[src/rtl/bst_pkg.sv]
// ----------------------------------------------------------------------------
// bst_pkg
// Shared types, constants and the Bernstein weight table of the cubic Bezier
// stroke tessellator.
// ----------------------------------------------------------------------------
package bst_pkg;

  // Number of equal steps of t per cubic group
  localparam int SEGMENTS = 20;
  localparam int SEG_W    = $clog2(SEGMENTS + 1);

  // Weight denominator and its double, for round half up
  localparam longint SEG_DEN  = longint'(SEGMENTS) * SEGMENTS * SEGMENTS;
  localparam longint SEG_DEN2 = 2 * SEG_DEN;

  // Point packing: x in [31:16], y in [15:0], both signed Q12.4
  typedef logic [31:0] point_t;

  // One unit of work for the back end
  typedef struct packed {
    point_t [3:0] pts;        // anchor, two inner points, end point / raw list
    logic   [1:0] first_idx;  // first raw point to emit
    logic   [1:0] last_idx;   // last raw point to emit
    logic         curve;      // 1: tessellate pts as one cubic group
    logic         lead;       // curve only: emit pts[0] raw before the samples
    logic         strip_end;  // last vertex of this job closes the stroke
  } job_t;

  // Front to queue write request
  typedef struct packed {
    logic valid;
    job_t job;
  } qpush_t;

  // Queue to back head view
  typedef struct packed {
    logic nonempty;
    job_t head;
  } qhead_t;

  // Weights in Q0.16, held in 17 bits so that 1.0 is exact
  typedef logic [16:0]         wt_t;
  typedef wt_t [3:0]           wrow_t;
  typedef wrow_t [SEGMENTS:0]  wtab_t;

  // Build the weight table at elaboration
  function automatic wtab_t build_wtab();
    wtab_t  t;
    longint u;
    longint jl;
    longint num [4];
    t = '0;
    for (int j = 0; j <= SEGMENTS; j++) begin
      jl     = longint'(j);
      u      = longint'(SEGMENTS) - jl;
      num[0] = u * u * u;
      num[1] = 3 * jl * u * u;
      num[2] = 3 * jl * jl * u;
      num[3] = jl * jl * jl;
      for (int k = 0; k < 4; k++) begin
        t[j][k] = wt_t'((num[k] * 131072 + SEG_DEN) / SEG_DEN2);
      end
    end
    return t;
  endfunction

  localparam wtab_t W_TAB = build_wtab();

endpackage

[src/rtl/bst_front.sv]
// ----------------------------------------------------------------------------
// bst_front
// Accepts stroke points, tracks anchor and pending points, and turns them
// into jobs for the back end (raw vertex list or one cubic group).
// Also holds the smooth_enable register.
// ----------------------------------------------------------------------------
module bst_front (
  input  logic              clk,
  input  logic              rst_n,
  input  logic              in_valid,
  output logic              in_stall,
  input  logic signed [15:0] in_x,
  input  logic signed [15:0] in_y,
  input  logic              in_stroke_end,
  input  logic              cfg_valid,
  output logic              cfg_ready,
  input  logic              cfg_smooth_enable,
  input  logic              q_full,
  output bst_pkg::qpush_t   q_push
);

  logic              smooth_r, smooth_nxt;
  bst_pkg::point_t   anchor_r, anchor_nxt;
  bst_pkg::point_t   pend_r [2];
  bst_pkg::point_t   pend_nxt [2];
  logic [1:0]        pc_r, pc_nxt;
  logic              have_r, have_nxt;
  logic              fgd_r, fgd_nxt;
  logic              acc;
  bst_pkg::point_t   p;

  assign cfg_ready = 1'b1;
  assign in_stall  = q_full;
  assign acc       = in_valid && !q_full;
  assign p         = {in_x, in_y};

  // Classify the request and build its job
  always_comb begin
    smooth_nxt  = smooth_r;
    anchor_nxt  = anchor_r;
    pend_nxt[0] = pend_r[0];
    pend_nxt[1] = pend_r[1];
    pc_nxt      = pc_r;
    have_nxt    = have_r;
    fgd_nxt     = fgd_r;

    q_push               = '0;
    q_push.job.pts[0]    = anchor_r;
    q_push.job.pts[1]    = pend_r[0];
    q_push.job.pts[2]    = pend_r[1];
    q_push.job.pts[3]    = p;
    q_push.job.first_idx = {1'b0, fgd_r};
    q_push.job.strip_end = in_stroke_end;

    if (acc) begin
      if (!have_r) begin
        // First point of a stroke becomes the anchor; a lone point is dropped
        if (in_stroke_end) begin
          have_nxt = 1'b0;
          pc_nxt   = 2'd0;
          fgd_nxt  = 1'b0;
        end else begin
          anchor_nxt = p;
          have_nxt   = 1'b1;
          pc_nxt     = 2'd0;
          fgd_nxt    = 1'b0;
        end
      end else if (!smooth_r) begin
        // Pass through: anchor once, then each point
        q_push.valid        = 1'b1;
        q_push.job.pts[1]   = p;
        q_push.job.last_idx = 2'd1;
        fgd_nxt             = 1'b1;
        if (in_stroke_end) begin
          have_nxt = 1'b0;
          pc_nxt   = 2'd0;
          fgd_nxt  = 1'b0;
        end
      end else if (pc_r < 2'd2) begin
        if (in_stroke_end) begin
          // Short tail: emit leftover points raw
          q_push.valid                  = 1'b1;
          q_push.job.pts[pc_r + 2'd1]   = p;
          q_push.job.last_idx           = pc_r + 2'd1;
          have_nxt                      = 1'b0;
          pc_nxt                        = 2'd0;
          fgd_nxt                       = 1'b0;
        end else begin
          pend_nxt[pc_r[0]] = p;
          pc_nxt            = pc_r + 2'd1;
        end
      end else begin
        // Full group: tessellate, end point becomes the next anchor
        q_push.valid        = 1'b1;
        q_push.job.curve    = 1'b1;
        q_push.job.lead     = !fgd_r;
        q_push.job.last_idx = 2'd3;
        if (in_stroke_end) begin
          have_nxt = 1'b0;
          pc_nxt   = 2'd0;
          fgd_nxt  = 1'b0;
        end else begin
          anchor_nxt = p;
          pc_nxt     = 2'd0;
          fgd_nxt    = 1'b1;
        end
      end
    end

    // Mode change drops the stroke in progress
    if (cfg_valid && cfg_ready) begin
      smooth_nxt = cfg_smooth_enable;
      if (cfg_smooth_enable != smooth_r) begin
        have_nxt = 1'b0;
        pc_nxt   = 2'd0;
        fgd_nxt  = 1'b0;
      end
    end
  end

  // Control state
  always_ff @(posedge clk) begin
    if (!rst_n) begin
      smooth_r <= 1'b1;
      anchor_r <= '0;
      pc_r     <= 2'd0;
      have_r   <= 1'b0;
      fgd_r    <= 1'b0;
    end else begin
      smooth_r <= smooth_nxt;
      anchor_r <= anchor_nxt;
      pc_r     <= pc_nxt;
      have_r   <= have_nxt;
      fgd_r    <= fgd_nxt;
    end
  end

  // Pending points hold data only
  always_ff @(posedge clk) begin
    pend_r[0] <= pend_nxt[0];
    pend_r[1] <= pend_nxt[1];
  end

endmodule

[config.mk]
export PLATFORM = sky130hd
export DESIGN_NAME = bst_front
export DESIGN_NICKNAME = d
export VERILOG_FILES = /design/src/rtl/bst_pkg.sv /design/src/rtl/bst_front.sv
export SDC_FILE = /design/constraint.sdc
export NUM_CORES = 1
export LEC_CHECK = 0
export BUFFER_PORTS_ARGS = -buffer_cell sky130_fd_sc_hd__buf_2
export CORE_MARGIN = 2
export CORE_UTILIZATION = 25
export DETAILED_ROUTE_END_ITERATION = 12
export PLACE_DENSITY = 0.46
export SYNTH_ARGS = -nofsm -noshare
export SYNTH_HDL_FRONTEND = slang
export SYNTH_SLANG_ARGS = --single-unit
export TNS_END_PERCENT = 10
[constraint.sdc]
create_clock -name clk -period 13.5 [get_ports clk]
set_input_delay 2.025 -clock clk [delete_from_list [all_inputs] [get_ports clk]]
set_output_delay 2.025 -clock clk [all_outputs]
set_load 0.02 [all_outputs]
Word-level counts from Yosys, hierarchy flattened. Memories as Yosys holds them, arrays and structs flattened. Index checks and enable logic that the tools add are counted.

Multiplexer cells: 50. Reductions and logical operators: 6. Bitwise operators: 1. Add/subtract/negate cells: 1. Equality and inequality tests: 3. Magnitude comparators: 5.

Operator list (count): $mux W129 (3); $mux W64 (6); $mux W32 (8); $bwmux W128 (1); $mux W128 (1); $bwmux W64 (1); $demux W32 S2 (1); $demux W32 S1 (1); $mux W2 (13); $mux W1 (13); $mux W4 (2); $ne A2 B2 Y1 const B (2); $logic_and A1 B1 Y1 (3); $lt A2 B3 Y1 const B (1); $reduce_and A3 Y1 (1); $add A2 B1 Y2 const B (1); $ge A2 B1 Y1 const B (1); $ge A2 B2 Y1 const B (1); $logic_not A1 Y1 (2); $lt A2 B1 Y1 const B (1); $lt A2 B2 Y1 const B (1); $not A1 Y2 (1); $ne A1 B1 Y1 (1).

RAM bits: 64. Word-level logic and storage cells: 72. Input port bits: 39. Register bits: 37. Memories: 1.

Memories: pend_r (depth 2, width 32, read ports 2, clocked after memory_dff 0, write ports 2, RTL line bst_front.sv:24) `bst_pkg::point_t pend_r [2];`.

Logic depth before layout (Yosys ltp).
Depth after elaboration: 11. Gate-level depth with buffers: 6. Depth with buffers taken out: 5.

Least setup slack after synthesis. No wires, ideal clock.

Path type: input to register. Start: in q_full. End: reg pc_r[0]. Path slack: 7.512 ns. Buffers on the path: 0. Cell stages on the path: 3. Library setup time: 0.071 ns. Arrival time: 5.916 ns. Cell sequence: nand3b_1 -> nor4_1 -> o21ba_2.

Cells in the longest elaborated chain, start to end: 5.

Ends and longest elaborated chain: start, declared (RTL line bst_front.sv:18) `input logic q_full,`; $logic_not A1 Y1 * (RTL line bst_front.sv:34) `assign acc = in_valid && !q_full;`; $logic_and A1 B1 Y1 * (RTL line bst_front.sv:34); $mux W2 * (RTL line bst_front.sv:55) `if (acc) begin`; $mux W2 (RTL line bst_front.sv:113) `if (cfg_smooth_enable != smooth_r) begin`; $mux W2 * (RTL line bst_front.sv:111) `if (cfg_valid && cfg_ready) begin`; end signal, assigned (RTL line bst_front.sv:132) `pc_r <= pc_nxt;`; end, declared (RTL line bst_front.sv:26) `logic [1:0] pc_r, pc_nxt;`.

Every way passes the cells marked *; elsewhere a longest branch is shown, timed or not. A chain may end at the register's enable or synchronous reset.

==> impl_metrics.env <==
export IMPL_ant_nets=0
export IMPL_nFillCells=2083
export IMPL_p_seq_frac=0.530
export IMPL_insertion_delay_ns=0.35
export IMPL_post_route_min_period_ns=6.04
export IMPL_power_switching_uw=154
export IMPL_fin_setup_tns_ns=0
export IMPL_whs_ns=0.456
export IMPL_netlist_area_mm2=0.00508
export IMPL_synth_edff_count=64
export IMPL_vias_per_cell=4.23
export IMPL_crit_arrival_ns=4.01
export IMPL_syn_area_per_cell_um2=12.6
export IMPL_maxSlewViolCount=0
export IMPL_portBuffers=174
export IMPL_syn_num_nets=446
export IMPL_critPathRequiredTime_ns=11.48
export IMPL_cts_htree_levels=3
export IMPL_worstHoldPathType="reg -> reg"
export IMPL_drive_above_1_share=0.533
export IMPL_drt_iter0_markers=99
export IMPL_row_count=52
export IMPL_critPathMaxFanout=17
export IMPL_p_per_area_mw_per_mm2=101
export IMPL_skew_ns=0.00673
export IMPL_status="completed"
export IMPL_drc=0
export IMPL_core_mm2=0.0201
export IMPL_synth_seq_area_share=0.524
export IMPL_vias=3449
export IMPL_wl_per_cell_um=14.8
export IMPL_rsz0062_at_grt="no"
export IMPL_cts_buffer_depth=2
export IMPL_cts_resized=0
export IMPL_die_h_um=147
export IMPL_final_area_mm2=0.00622
export IMPL_syn_to_final_growth_pct=22.5
export IMPL_synth_warnings=0
export IMPL_endpoint_kind="output port"
export IMPL_comb_power_share=0.091
export IMPL_antenna_found_initial=0
export IMPL_die_area_mm2=0.0215
export IMPL_fin_ws_ns=7.46
export IMPL_wl_mm=12.1
export IMPL_netlist_instances=404
export IMPL_fmaxAchievable_ghz=0.166
export IMPL_grt_usage=0.112
export IMPL_synthTopCellsByArea="edfxtp_1 (38%), mux2_2 (19%), dfxtp_1 (15%)"
export IMPL_p_int_uw=476
export IMPL_first_pass_iters=4
export IMPL_dp_slack_ns=7.43
export IMPL_grt_pass1_wl_mm=19.1
export IMPL_holdBufCountCts=0
export IMPL_cts_made_buffers=9
export IMPL_grt_max_degree=68
export IMPL_yosysTopAreaCell="edfxtp_1"
export IMPL_synthArstFlopShare=0
export IMPL_startpoint_type="input port"
export IMPL_hpwl_mm=8.19
export IMPL_crit_type="in -> out"
export IMPL_place_area_mm2=0.00596
export IMPL_relSlewSlack=0.551
export IMPL_place_congestion=0.705
export IMPL_post_cts_setup_buffers=0
export IMPL_start_util=0.253
export IMPL_cts_tree="built"
export IMPL_cts_root_buf="clkbuf_16"
export IMPL_worst_slew_pin_slew_ns=0.673
export IMPL_peakVddDrop_uv=54.8
export IMPL_grt_ovfl_total=0
export IMPL_finalSetupViolations=0
export IMPL_post_route_util=0.309
export IMPL_synth_distinct_cells=32
export IMPL_cts_sink_count=101
export IMPL_grt_pass1_vias=3482
export IMPL_finalHoldViolCount=0
export IMPL_cts_reportedPaths_clkPinSlew_ns=0.07
export IMPL_nets=583
export IMPL_pin_count=177
export IMPL_synth_top_area_share=0.379
export IMPL_die_x_um=147
export IMPL_power_frac_clock=0.379
export IMPL_leakagePower_uw=0.00249
export IMPL_min_period_over_period=0.447
export IMPL_synth_seq_cells=101
export IMPL_ys_flop_type="edfxtp_1"
export IMPL_diodes=0
export IMPL_switching_share=0.244
export IMPL_max_cap_violations=0
==> cells in the final DEF (no fill, tap or decap), types with 5 or more instances in the layout <==
cell type	instances
nand2_1	70
nor2_1	5
buf_4	10
clkbuf_16	9
mux2i_1	32
inv_1	5
mux2_1	11
buf_2	174
edfxtp_1	64
mux2_2	85
dfxtp_1	37
a21oi_1	6
==> cell usage after synthesis, types with 2 or more instances <==
library cell  count
mux2_1           11
nand2b_1          2
mux2i_1          32
inv_1             5
nor2b_1           2
nor2_1            5
dfxtp_1          37
mux2_2           85
nand2_1          70
ha_1              3
nor3b_1           2
clkbuf_1          7
conb_1            2
nor3_1            3
a21oi_1           6
nand3b_1          2
nand3_1           2
nor4_4            2
o21ai_0           2
buf_6             6
edfxtp_1         64
buf_2             2
buf_4            43
==> logic make-up (layout without fill, tap and decap cells) <==
| family | Yosys count | after routing | share of synthesized area |
|---|---|---|---|
| other | 2 | 2 | 0.00148 |
| xor gates and xnor gates | 1 | 1 | 0.00173 |
| DFF | 101 | 101 | 0.524 |
| AOI/OAI and AO/OA | 12 | 12 | 0.0158 |
| buffers and inverters | 63 | 205 | 0.0877 |
| adders and majority gates | 3 | 3 | 0.00739 |
| muxes | 128 | 128 | 0.276 |
| and+or+nand+nor | 94 | 94 | 0.0855 |
==> through the flow <==
step | cells | power, µW
after floorplan | 404 | 381
after global placement | 800 | 398
after detailed placement | 800 | 399
after CTS | 816 | 645
after global routing | 816 | 662
final | 816 | 630
==> worst max-delay path, cell delays in order <==
cell and delay (ns):
buf_2 0.11, nand3b_1 0.36, a21oi_4 0.59, buf_4 0.39, mux2_2 0.37, buf_2 0.16
==> final timing paths <==
| kind | from | end | slack (ns) | cells past startpoint |
|---|---|---|---|---|
| worst max-delay path | q_full | q_push[59] | 7.46 | 6 |
| worst min-delay path | anchor_r[22] | anchor_r[22] | 0.46 | 2 |
| worst max register to register | smooth_r | anchor_r[18] | 11.55 | 4 |
| worst min register to register | anchor_r[22] | anchor_r[22] | 0.46 | 2 |
==> flip-flops by register name, summed over array words and instances (netlist names) <==
signal and cells:
pc_r 2, have_r 1, fgd_r 1, smooth_r 1
pend_r 64, anchor_r 32
==> metal layers <==
metal / wire (µm) / up-vias / track usage
met5: 0 / - / 0
met4: 203 / 0 / 0.0451
met3: 512 / 11 / 0.0228
met2: 5620 / 110 / 0.181
met1: 5750 / 1666 / 0.148
li1: - / 1662 / -
==> power by group through the flow <==
stage	sequential, µW	clock [µW]	combinational, µW
after floorplan	340	0	40.8
after global placement	341	0	57.0
after detailed placement	341	0	58.0
after CTS	334	253	58.1
after global routing	335	265	62.4
final	334	239	57.2
==> cell type report <==
cell class	instances	area (µm²)	share of cell area
clock buffers	12	236	0.0380
clock inverters	4	25.0	0.00402
inverters	5	18.8	0.00302
multi-input cells	240	2000	0.321
flip-flops and latches	101	2660	0.428
well taps	270	338	0.0543
repair buffers	184	946	0.152
Note: power is estimated with default switching activity, not from simulation.
