### src/rtl/bst_pkg.sv
// ----------------------------------------------------------------------------
// bst_pkg
// Shared types, constants and the Bernstein weight table of the cubic Bezier
// stroke tessellator.
// ----------------------------------------------------------------------------
package bst_pkg;

  // Number of equal steps of t per cubic group
  localparam int SEGMENTS = 20;
  localparam int SEG_W    = $clog2(SEGMENTS + 1);

  // Weight denominator and its double, for round half up
  localparam longint SEG_DEN  = longint'(SEGMENTS) * SEGMENTS * SEGMENTS;
  localparam longint SEG_DEN2 = 2 * SEG_DEN;

  // Point packing: x in [31:16], y in [15:0], both signed Q12.4
  typedef logic [31:0] point_t;

  // One unit of work for the back end
  typedef struct packed {
    point_t [3:0] pts;        // anchor, two inner points, end point / raw list
    logic   [1:0] first_idx;  // first raw point to emit
    logic   [1:0] last_idx;   // last raw point to emit
    logic         curve;      // 1: tessellate pts as one cubic group
    logic         lead;       // curve only: emit pts[0] raw before the samples
    logic         strip_end;  // last vertex of this job closes the stroke
  } job_t;

  // Front to queue write request
  typedef struct packed {
    logic valid;
    job_t job;
  } qpush_t;

  // Queue to back head view
  typedef struct packed {
    logic nonempty;
    job_t head;
  } qhead_t;

  // Weights in Q0.16, held in 17 bits so that 1.0 is exact
  typedef logic [16:0]         wt_t;
  typedef wt_t [3:0]           wrow_t;
  typedef wrow_t [SEGMENTS:0]  wtab_t;

  // Build the weight table at elaboration
  function automatic wtab_t build_wtab();
    wtab_t  t;
    longint u;
    longint jl;
    longint num [4];
    t = '0;
    for (int j = 0; j <= SEGMENTS; j++) begin
      jl     = longint'(j);
      u      = longint'(SEGMENTS) - jl;
      num[0] = u * u * u;
      num[1] = 3 * jl * u * u;
      num[2] = 3 * jl * jl * u;
      num[3] = jl * jl * jl;
      for (int k = 0; k < 4; k++) begin
        t[j][k] = wt_t'((num[k] * 131072 + SEG_DEN) / SEG_DEN2);
      end
    end
    return t;
  endfunction

  localparam wtab_t W_TAB = build_wtab();

endpackage

### src/rtl/bst_queue.sv
// ----------------------------------------------------------------------------
// bst_queue
// Two-entry job queue between front and back end.
// ----------------------------------------------------------------------------
module bst_queue (
  input  logic             clk,
  input  logic             rst_n,
  input  bst_pkg::qpush_t  q_push,
  output logic             q_full,
  input  logic             q_pop,
  output bst_pkg::qhead_t  q_head
);

  bst_pkg::job_t ent_r [2];
  logic          wr_ptr_r, wr_ptr_nxt;
  logic          rd_ptr_r, rd_ptr_nxt;
  logic [1:0]    cnt_r, cnt_nxt;
  logic          do_push, do_pop;

  assign q_full          = (cnt_r == 2'd2);
  assign q_head.nonempty = (cnt_r != 2'd0);
  assign q_head.head     = ent_r[rd_ptr_r];

  assign do_push = q_push.valid && !q_full;
  assign do_pop  = q_pop && q_head.nonempty;

  // Advance pointers and fill count
  always_comb begin
    wr_ptr_nxt = wr_ptr_r ^ do_push;
    rd_ptr_nxt = rd_ptr_r ^ do_pop;
    cnt_nxt    = cnt_r + {1'b0, do_push} - {1'b0, do_pop};
  end

  always_ff @(posedge clk) begin
    if (!rst_n) begin
      wr_ptr_r <= 1'b0;
      rd_ptr_r <= 1'b0;
      cnt_r    <= 2'd0;
    end else begin
      wr_ptr_r <= wr_ptr_nxt;
      rd_ptr_r <= rd_ptr_nxt;
      cnt_r    <= cnt_nxt;
    end
  end

  // Store job
  always_ff @(posedge clk) begin
    if (do_push) begin
      ent_r[wr_ptr_r] <= q_push.job;
    end
  end

endmodule

### config.mk
export PLATFORM = sky130hd
export DESIGN_NAME = bst_queue
export DESIGN_NICKNAME = d
export VERILOG_FILES = /design/src/rtl/bst_pkg.sv /design/src/rtl/bst_queue.sv
export SDC_FILE = /design/constraint.sdc
export NUM_CORES = 1
export LEC_CHECK = 0
export ABC_AREA = 1
export CAP_MARGIN = 20
export CORE_UTILIZATION = 41
export CTS_CLUSTER_SIZE = 20
export DETAILED_ROUTE_END_ITERATION = 7
export DONT_BUFFER_PORTS = 1
export SLEW_MARGIN = 25
export SYNTH_ARGS = -nofsm -noshare
export SYNTH_HDL_FRONTEND = slang
export SYNTH_SLANG_ARGS = --single-unit
export TNS_END_PERCENT = 50
### constraint.sdc
create_clock -name clk -period 4 [get_ports clk]
set_input_delay 0.4 -clock clk [delete_from_list [all_inputs] [get_ports clk]]
set_output_delay 0.4 -clock clk [all_outputs]
set_load 0.05 [all_outputs]
# Word-level counts from Yosys, hierarchy flattened
# Memories as Yosys holds them, arrays and structs flattened. A register that Yosys moved wholly into a read port is not among the register bits.
# Index checks and enable logic that the tools add are counted.
# op_classes
n_addsub	2
mul	0
div_mod_pow	0
order_cmp	0
n_eq_ne	1
shift	0
muxes	3
bitwise_logic	2
reduce_logical	4
# ops
operator	count
two-way mux 1 bit	3
adder 2 x 1 -> 2 bit	1
== test 2 bit, second input constant	1
logical AND 1 bit	2
nonzero test 2 bit	1
subtractor 2 x 1 -> 2 bit	1
bitwise XOR 1 bit	2
zero test 1 bit	1
# word_totals
reg_bits	4
latchBits	0
ramBits	270
rom_bits	0
inputBits	139
output_inout_bits	137
word_cells	16
memories	1
# mem_list
memory	depth	word_bits	rd	rd_ports_with_merged_regs	write_ports	line_no	source
ent_r	2	135	1	1	1	bst_queue.sv:14	bst_pkg::job_t ent_r [2];

# Logic depth before layout (Yosys ltp)
# Gate-level depths: netlist (run 1).
# logic_depth
word_depth	5
mapped_depth	10
mapped_depth_nobuf	10

# Least setup slack after synthesis (run 1)
# Ideal clock, no wire load.
# synth_path
kind	register to register
start	reg cnt_r[1]
end	mem ent_r[1][0] (netlist bit), enable pin
arrival_ns	3.740
t_required_ns	3.489
slack_ns	-0.251
stages_incl_launch_ff	5
path_buffers	0
synth_period_minus_slack_ns	4.251
path_cell_list	dfxtp_1 inv_1 o21ai_0 inv_1 ha_1
# synth_via
elab_chain_len	5
# synth_rtl
item	line_no	source
start: declaration	bst_queue.sv:17	logic [1:0] cnt_r, cnt_nxt;
start signal: assignment	bst_queue.sv:42	cnt_r <= cnt_nxt;
== test 2 bit	bst_queue.sv:20	assign q_full = (cnt_r == 2'd2);
zero test 1 bit	bst_queue.sv:24	assign do_push = q_push.valid && !q_full;
logical AND 1 bit	bst_queue.sv:24	
two-way mux 1 bit	bst_queue.sv:48	if (do_push) begin
two-way mux 1 bit (not written as such)	bst_queue.sv:49	ent_r[wr_ptr_r] <= q_push.job;
end: declaration	bst_queue.sv:14	
# Every way passes these cells.

==> results of run 1 <==
==> synth_stat cells <==
library cell,n,share of area [%]
a21oi_1,1,0.049
buf_2,8,0.39
buf_6,7,0.77
dfxtp_1,5,0.98
edfxtp_1,270,80
ha_1,4,0.49
inv_1,10,0.37
mux2_2,85,9.4
mux2_4,50,7.4
nand2_1,6,0.22
nand3_1,2,0.098
nor2_1,8,0.29
o21ai_0,1,0.049
==> per-stage QoR <==
step                setup WS, ns  cells  cell area (µm²)  hold WS (ns)
finish                     1.321    958            12730       0.07745
global route               1.193    957            12720        0.1010
CTS                        1.252    956            12720       0.05273
detailed placement         1.775    774            10610        0.4963
global placement           1.860    774            10610        0.4890
floorplan                -0.2515    457            10190        0.4673
==> critical path: stages (launching register included) <==
cell and delay, ns:
dfxtp_4 0.75, buf_4 0.45, mux2_2 0.51
==> cell type report <==
| cell class | instances | share of cell area, % |
|---|---|---|
| multi-input cells | 157 | 14.58 |
| well taps | 324 | 3.185 |
| clock inverters | 13 | 0.4326 |
| inverters | 10 | 0.2949 |
| repair buffers | 144 | 11.46 |
| clock buffers | 33 | 5.486 |
| diodes | 2 | 0.03932 |
| flip-flops and latches | 275 | 64.52 |
==> state kept, by name, summed over array words and instances, names as in the netlist, named ones only <==
register and cells:
cnt_r 2, ent_r 270, rd_ptr_r 1, wr_ptr_r 1
==> worst paths after layout <==
check | from | end | cells after the start
min reg2reg | rd_ptr_r | rd_ptr_r | 2
min | q_pop | register | 3
max | register | q_head[44] | 2
max reg2reg | cnt_r[0] | ent_r[1][4] | 4
==> metal layers <==
metal | global-route usage, % | routed length [µm]
met1 | 16.11 | 6998
met2 | 25.03 | 9386
met5 | 0 | 0
met3 | 5.247 | 1694
met4 | 5.201 | 637
==> cell families after synthesis <==
| family | synth area share (%) |
|---|---|
| AO/OA/AOI/OAI | 0.09809 |
| adder cells (fa/ha/maj) | 0.4909 |
| buffers and inverters | 1.534 |
| flip-flops | 80.51 |
| multiplexers | 16.75 |
| AND/OR/NAND/NOR | 0.6136 |
==> repair_timing <==
action | 4_1_cts | 5_1_grt
hold endpoints to repair | 275 | 0
hold buffers | 136 | 0
setup buffers | 0 | 0
==> power breakdown <==
group          internal, mW  switching (mW)  leakage (nW)
logic                 0.769            2.33          1.40
clock network          1.22           0.963         0.372
registers              3.74           0.173          2.56
total                  5.73            3.46          4.34
==> out/results.ini, run 1 <==
[logic_synthesis]
ys_seq_elements = 275
syn_inst = 457
synth.distinct_cells = 13
synth_seq_area_share_pct = 80.51
yosysWarnings = 0
syn-num-nets = 600
synth_area_um2 = 10190
postSynthAreaPerCell_um2 = 22.31

[timing]
tns_ns = 0
rsz0062_at_grt = false
fmax_ghz = 0.3733
fin_crit_sh_pct = 66.96
fin_skew_ns = 0.02215
hold_violations = 0
fin_crit_ns = 2.679
worstMarginPinSlew_ns = 0.9887
relSlewSlack_pct = 33.84
final-setup-viol-count = 0
finalMaxSlewViolations = 0

[floorplan]
rows = 57
dieArea_um2 = 25500
start_util_pct = 41.92
io_pins = 276
die_h_um = 159.7
fp.coreArea_um2 = 24320
die_x_um = 159.7

[final_layout]
drive_above_1_share_pct = 28.16
multi_input_area_um2 = 1856
fill_cells = 1900
final_nets = 758
syn_to_final_growth_pct = 24.84
fin_util_pct = 52.33
seqCellArea_um2 = 8212
layout_common_cells = 270 x edfxtp_1, 136 x dlygate4sd3_1, 85 x mux2_2
mostFrequentLayoutCell = edfxtp_1

[flow_run]
maxCapViolations = 0

[outcome]
status = finished clean

[global_route]
grt_pass1_wl_mm = 28.32
grt_antenna_before_repair = 1
grt_pass1_vias = 5131
grt-ovfl-total = 0
grt_usage_pct = 14.36
grt_max_degree = 64

[route]
wl_per_cell_um = 19.54
vias = 4693
drtIter0Drc = 280
drc = 0
wl_mm = 18.72
drt_first_pass_iters = 4
ant_nets = 0
vias_per_cell = 4.899

[clocking]
cts_resized = 0
htreeDepth = 1
cts_tree = built
clockBufferDepth = 3
path_clk_slew_ns = 0.06
cts_made_buffers = 27
clock-root-buffer = clkbuf_16
cts_sinks = 275
clk_latency_ns = 0.52

[worst_setup_path]
crit_arrival_ns = 2.28
required_ns = 3.60
cp_max_fo = 48
worstSetupStartpointType = register
reg2reg_slack_ns = 1.81
worst_setup_path_end_kind = output port
path_class = register to output port

[power]
max-vdd-ir-drop_v = 0.0005143
power_mw = 9.194
leakagePower_nw = 4.336
power_density_nw_per_um2 = 722.4

[place]
dp_hpwl_mm = 11.86
io_buffer_count = 0
place.gp.congestion = 0.7383

[worst_hold_path]
min_path_type = input port to register

No activity file was read; power rests on OpenSTA's default activity.
==> run 2, diff against run 1 <==
==> constraint.sdc (replaced) <==
create_clock -name clk -period 2.6 [get_ports clk]
set_input_delay 0.26 -clock clk [delete_from_list [all_inputs] [get_ports clk]]
set_output_delay 0.26 -clock clk [all_outputs]
set_load 0.05 [all_outputs]
==> out/results.ini, run 2 (synthesis gave the netlist of run 1 again) <==
[outcome]
status = finished clean

[power]
power_density_nw_per_um2 = 1132
max-vdd-ir-drop_v = 0.0007463
leakagePower_nw = 4.432

[final_layout]
final_nets = 762
final_cell_area_um2 = 12940
mostFrequentLayoutCell = edfxtp_1
antenna_cells = 0
layout_common_cells = 270 x edfxtp_1, 137 x dlygate4sd3_1, 85 x mux2_2
syn_to_final_growth_pct = 26.94
fin_util_pct = 53.21
regMostFlops = ent_r
largest_reg_flops = 270
reg_top3 = ent_r x270, cnt_r x2
stdcell_count = 965
drive_above_1_share_pct = 29.33

[global_route]
grt_max_degree = 50
grt_antenna_before_repair = 0
grt-ovfl-total = 0
grt_pass1_vias = 5207
grt_pass1_wl_mm = 29.28
grt_usage_pct = 14.84

[timing]
finalMaxSlewViolations = 0
rsz0062_at_grt = false
hold_violations = 0
holdWs_ns = 0.07250
relSlewSlack_pct = 63.38
worstMarginPinSlew_ns = 0.5492
fin_crit_sh_pct = 85.59
fin_crit_ns = 2.225
fmax_ghz = 0.4494
fin_skew_ns = 0.005675
final-setup-viol-count = 0

[floorplan]
die_x_um = 159.7
start_util_pct = 41.92
fp.coreArea_um2 = 24320
io_pins = 276
dieArea_um2 = 25500
die_h_um = 159.7
rows = 57

[clocking]
clk_latency_ns = 0.52
path_clk_slew_ns = 0.06
cts_resized = 0
clockBufferDepth = 3
htreeDepth = 1
clock-root-buffer = clkbuf_16
cts_setup_buffers = 0
cts_hold_buffers = 137
cts_tree = built
cts_sinks = 275
cts_made_buffers = 28

[route]
top_layer_used = met4
drtIter0Drc = 217
ant_nets = 0
wl_met2_mm = 9.723
drt_first_pass_iters = 4
vias_per_cell = 4.813
drt-met1-wl_mm = 7.119
met3_length_mm = 1.757
wl_per_cell_um = 19.70
drc = 0
vias = 4645
wl_mm = 19.01

[worst_setup_path]
worst_setup_path_end_kind = output port
cp_max_fo = 25
slowest_stage = dfxtp_4
rr_worst_depth = 5
required_ns = 2.34
reg2reg_slack_ns = 0.69
crit_arrival_ns = 1.97
worstPathCellList = buf_4 > mux2_2
path_class = register to output port
worstSetupStartpointType = register
max_stage_delay_ns = 0.54

[flow_run]
maxCapViolations = 0

[place]
dp_hpwl_mm = 12.03
dp.cells = 776
place.gp.congestion = 0.7986
io_buffer_count = 0
place_area_um2 = 10690

[worst_hold_path]
min_path_type = input port to register
min_delay_path_depth = 4

## run 2: cell count changes in the layout (fill, tap and decap cells not counted), sizes merged
cell,delta
clkbuf,+10
bufinv,+1
diode,-2
buf,+2
clkinv,-6
inv,+1
dlygate4sd3,+1
## run 2: power by group
| part | leakage [nW] | switching [mW] | internal [mW] |
|---|---|---|---|
| logic | 1.43 | 3.67 | 1.25 |
| registers | 2.56 | 0.215 | 5.75 |
| clock network | 0.436 | 1.54 | 2.24 |
## run 2: final timing paths
| kind | from | end |
|---|---|---|
| worst min-delay path | q_pop | register |
| worst min register to register | rd_ptr_r | register |
| worst max-delay path | register | q_head[46] |
| worst max register to register | cnt_r[1] | ent_r[0][88] |
## run 2: area by class of cell
cell class / instances / area [µm²]
Tap cell: 324 / 405.4
Timing Repair Buffer: 147 / 1546
Inverter: 10 / 37.54
Multi-Input combinational cell: 157 / 1856
Fill cell: 1841 / 11380
Clock buffer: 43 / 808.3
Sequential cell: 275 / 8212
Clock inverter: 9 / 76.32
## run 2: layer usage
metal  GRT usage, %  vias up
li1               -     2116
met1          16.99     2291
met2          26.32      210
met3          5.013       28
met4          4.196        0
met5              0        -
## run 2: critical path: cells and delay by family, from the launching register on
family / cells / cell delay (ns)
mux: 1 / 0.51
flops: 1 / 0.54
buf+inv: 1 / 0.38
## run 2: through the flow
step / TNS [ns] / power [mW] / setup WS, ns
2_1_floorplan: -51.21 / 10.25 / -0.1897
3_3_place_gp: 0 / 10.74 / 0.7314
3_5_place_dp: 0 / 10.82 / 0.6944
4_1_cts: 0 / 14.81 / 0.3277
5_1_grt: 0 / 15.17 / 0.2783
6_report: 0 / 14.66 / 0.3748
==> run 3, diff against run 2 <==
--- a/config.mk
+++ b/config.mk
@@ -6,11 +6,11 @@
 export NUM_CORES = 1
 export LEC_CHECK = 0
 export ABC_AREA = 1
+export BUFFER_PORTS_ARGS = -buffer_cell sky130_fd_sc_hd__clkbuf_2
 export CAP_MARGIN = 20
 export CORE_UTILIZATION = 41
 export CTS_CLUSTER_SIZE = 20
 export DETAILED_ROUTE_END_ITERATION = 7
-export DONT_BUFFER_PORTS = 1
 export SLEW_MARGIN = 25
 export SYNTH_ARGS = -nofsm -noshare
 export SYNTH_HDL_FRONTEND = slang
==> out/results.ini, run 3 (synthesis gave the netlist of run 1 again) <==
[timing]
hold_violations = 0
rsz0062_at_grt = false
finalMaxSlewViolations = 0
worstMarginPinSlew_ns = 0.4596
fin_skew_ns = 0.004039
fin_crit_sh_pct = 90.98
final-setup-viol-count = 0
relSlewSlack_pct = 69.36
fmax_ghz = 0.4227
fin_crit_ns = 2.366

[floorplan]
fp.coreArea_um2 = 24320
die_x_um = 159.7
rows = 57
start_util_pct = 41.92
dieArea_um2 = 25500
die_h_um = 159.7
io_pins = 276

[power]
pwr-share-seq_pct = 39.8
max-vdd-ir-drop_v = 0.0007378
switchingPower_mw = 5.609
leakagePower_nw = 5.522
p_int_mw = 9.428
swShare_pct = 37.30
p_clk_share_pct = 23.6
power_density_nw_per_um2 = 1057
power_mw = 15.04
power_frac_comb_pct = 36.6

[final_layout]
syn_to_final_growth_pct = 39.54
drive_above_1_share_pct = 49.89
regMostFlops = ent_r
largest_reg_flops = 270
layout_common_cells = 275 x clkbuf_2, 270 x edfxtp_1, 136 x dlygate4sd3_1
fill_cells = 1860
mostFrequentLayoutCell = clkbuf_2
final_nets = 1037
reg_top3 = ent_r x270, cnt_r x2
final_cell_area_um2 = 14230

[global_route]
grt_antenna_before_repair = 1
grt_util_met3_pct = 4.649
grt_usage_pct = 16.20
grt_busiest_layer = met2
use_met2_pct = 28.86
grt_pass1_wl_mm = 32.54
grt_max_degree = 78
grt_pass1_vias = 6262
grt-ovfl-total = 0
use_met1_pct = 19.23

[place]
place_area_um2 = 12060
dp_hpwl_mm = 13.33
place.gp.congestion = 0.7931
io_buffer_count = 275

[worst_setup_path]
reg2reg_slack_ns = 0.86
path_class = register to output port
r2r_end = ent_r[1][2]
crit_arrival_ns = 2.11
worst_setup_path_end_kind = output port
r2r-start = cnt_r[1]
required_ns = 2.34
worstSetupStartpointType = register
cp_max_fo = 30
rr_worst_depth = 5

[worst_hold_path]
hp-start = q_pop
min_path_type = input port to register
min_delay_path_depth = 4

[route]
drtIter0Drc = 327
ant_nets = 0
vias_per_cell = 4.572
drc = 0
wl_mm = 20.74
vias = 5655
wl_per_cell_um = 16.76
drt_first_pass_iters = 4

[clocking]
htreeDepth = 1
clockBufferDepth = 3
clk_latency_ns = 0.52
cts_resized = 0
cts_made_buffers = 28
cts_tree = built
cts_setup_buffers = 0
clock-root-buffer = clkbuf_16
cts_sinks = 275
path_clk_slew_ns = 0.06
cts_hold_buffers = 136

[flow_run]
maxCapViolations = 0

[outcome]
status = finished clean

[run 3: how the worst max path moves through the flow]
stage / endpoint / slack, ns / depth (start not counted)
5_1_grt: q_head[17] / 0.12 / 3
4_1_cts: q_head[29] / 0.18 / 3
2_1_floorplan: ent_r[1][0] / -0.19 / 4
3_3_place_gp: q_head[79] / 0.79 / 3
3_5_place_dp: q_head[29] / 0.75 / 3
6_report: q_head[81] / 0.23 / 3
[run 3: layout make-up]
| type | count | area (µm²) | area share [%] |
|---|---|---|---|
| Sequential cell | 275 | 8212 | 57.72 |
| Tap cell | 324 | 405.4 | 2.850 |
| Multi-Input combinational cell | 157 | 1856 | 13.04 |
| Clock inverter | 11 | 50.05 | 0.3518 |
| Inverter | 10 | 37.54 | 0.2639 |
| Timing Repair Buffer | 422 | 2908 | 20.44 |
| Antenna cell | 1 | 2.502 | 0.01759 |
| Clock buffer | 37 | 755.7 | 5.312 |
[run 3: through the flow]
step	TNS, ns	utilization [%]	setup WS [ns]	hold slack [ns]	std cells
floorplan	-51.21	-	-0.1897	0.3535	457
global placement	0	49.58	0.7863	0.4497	1052
detailed placement	0	49.58	0.7452	0.4532	1052
CTS	0	58.49	0.1796	0.04507	1236
global route	0	58.50	0.1226	0.1083	1237
finish	0	58.50	0.2344	0.06816	1237
[run 3: power groups by stage]
stage               clock (mW)  combinational, mW  sequential [mW]
floorplan                    0               4.25             6.00
global placement             0               5.31             6.05
detailed placement           0               5.38             6.09
CTS                       3.62               5.55             6.00
global route              3.78               5.76             6.05
finish                    3.54               5.51             5.99
[run 3: routing by layer]
layer	wire, µm	vias to the layer above
met5	0	-
met3	1606	29
met4	402	0
met2	10450	208
li1	-	2667
met1	8280	2751
[run 3: worst max-delay path: stages, from the launching register on]
cell and delay (ns):
dfxtp_4 0.64, buf_12 0.29, mux2_2 0.37, clkbuf_2 0.25
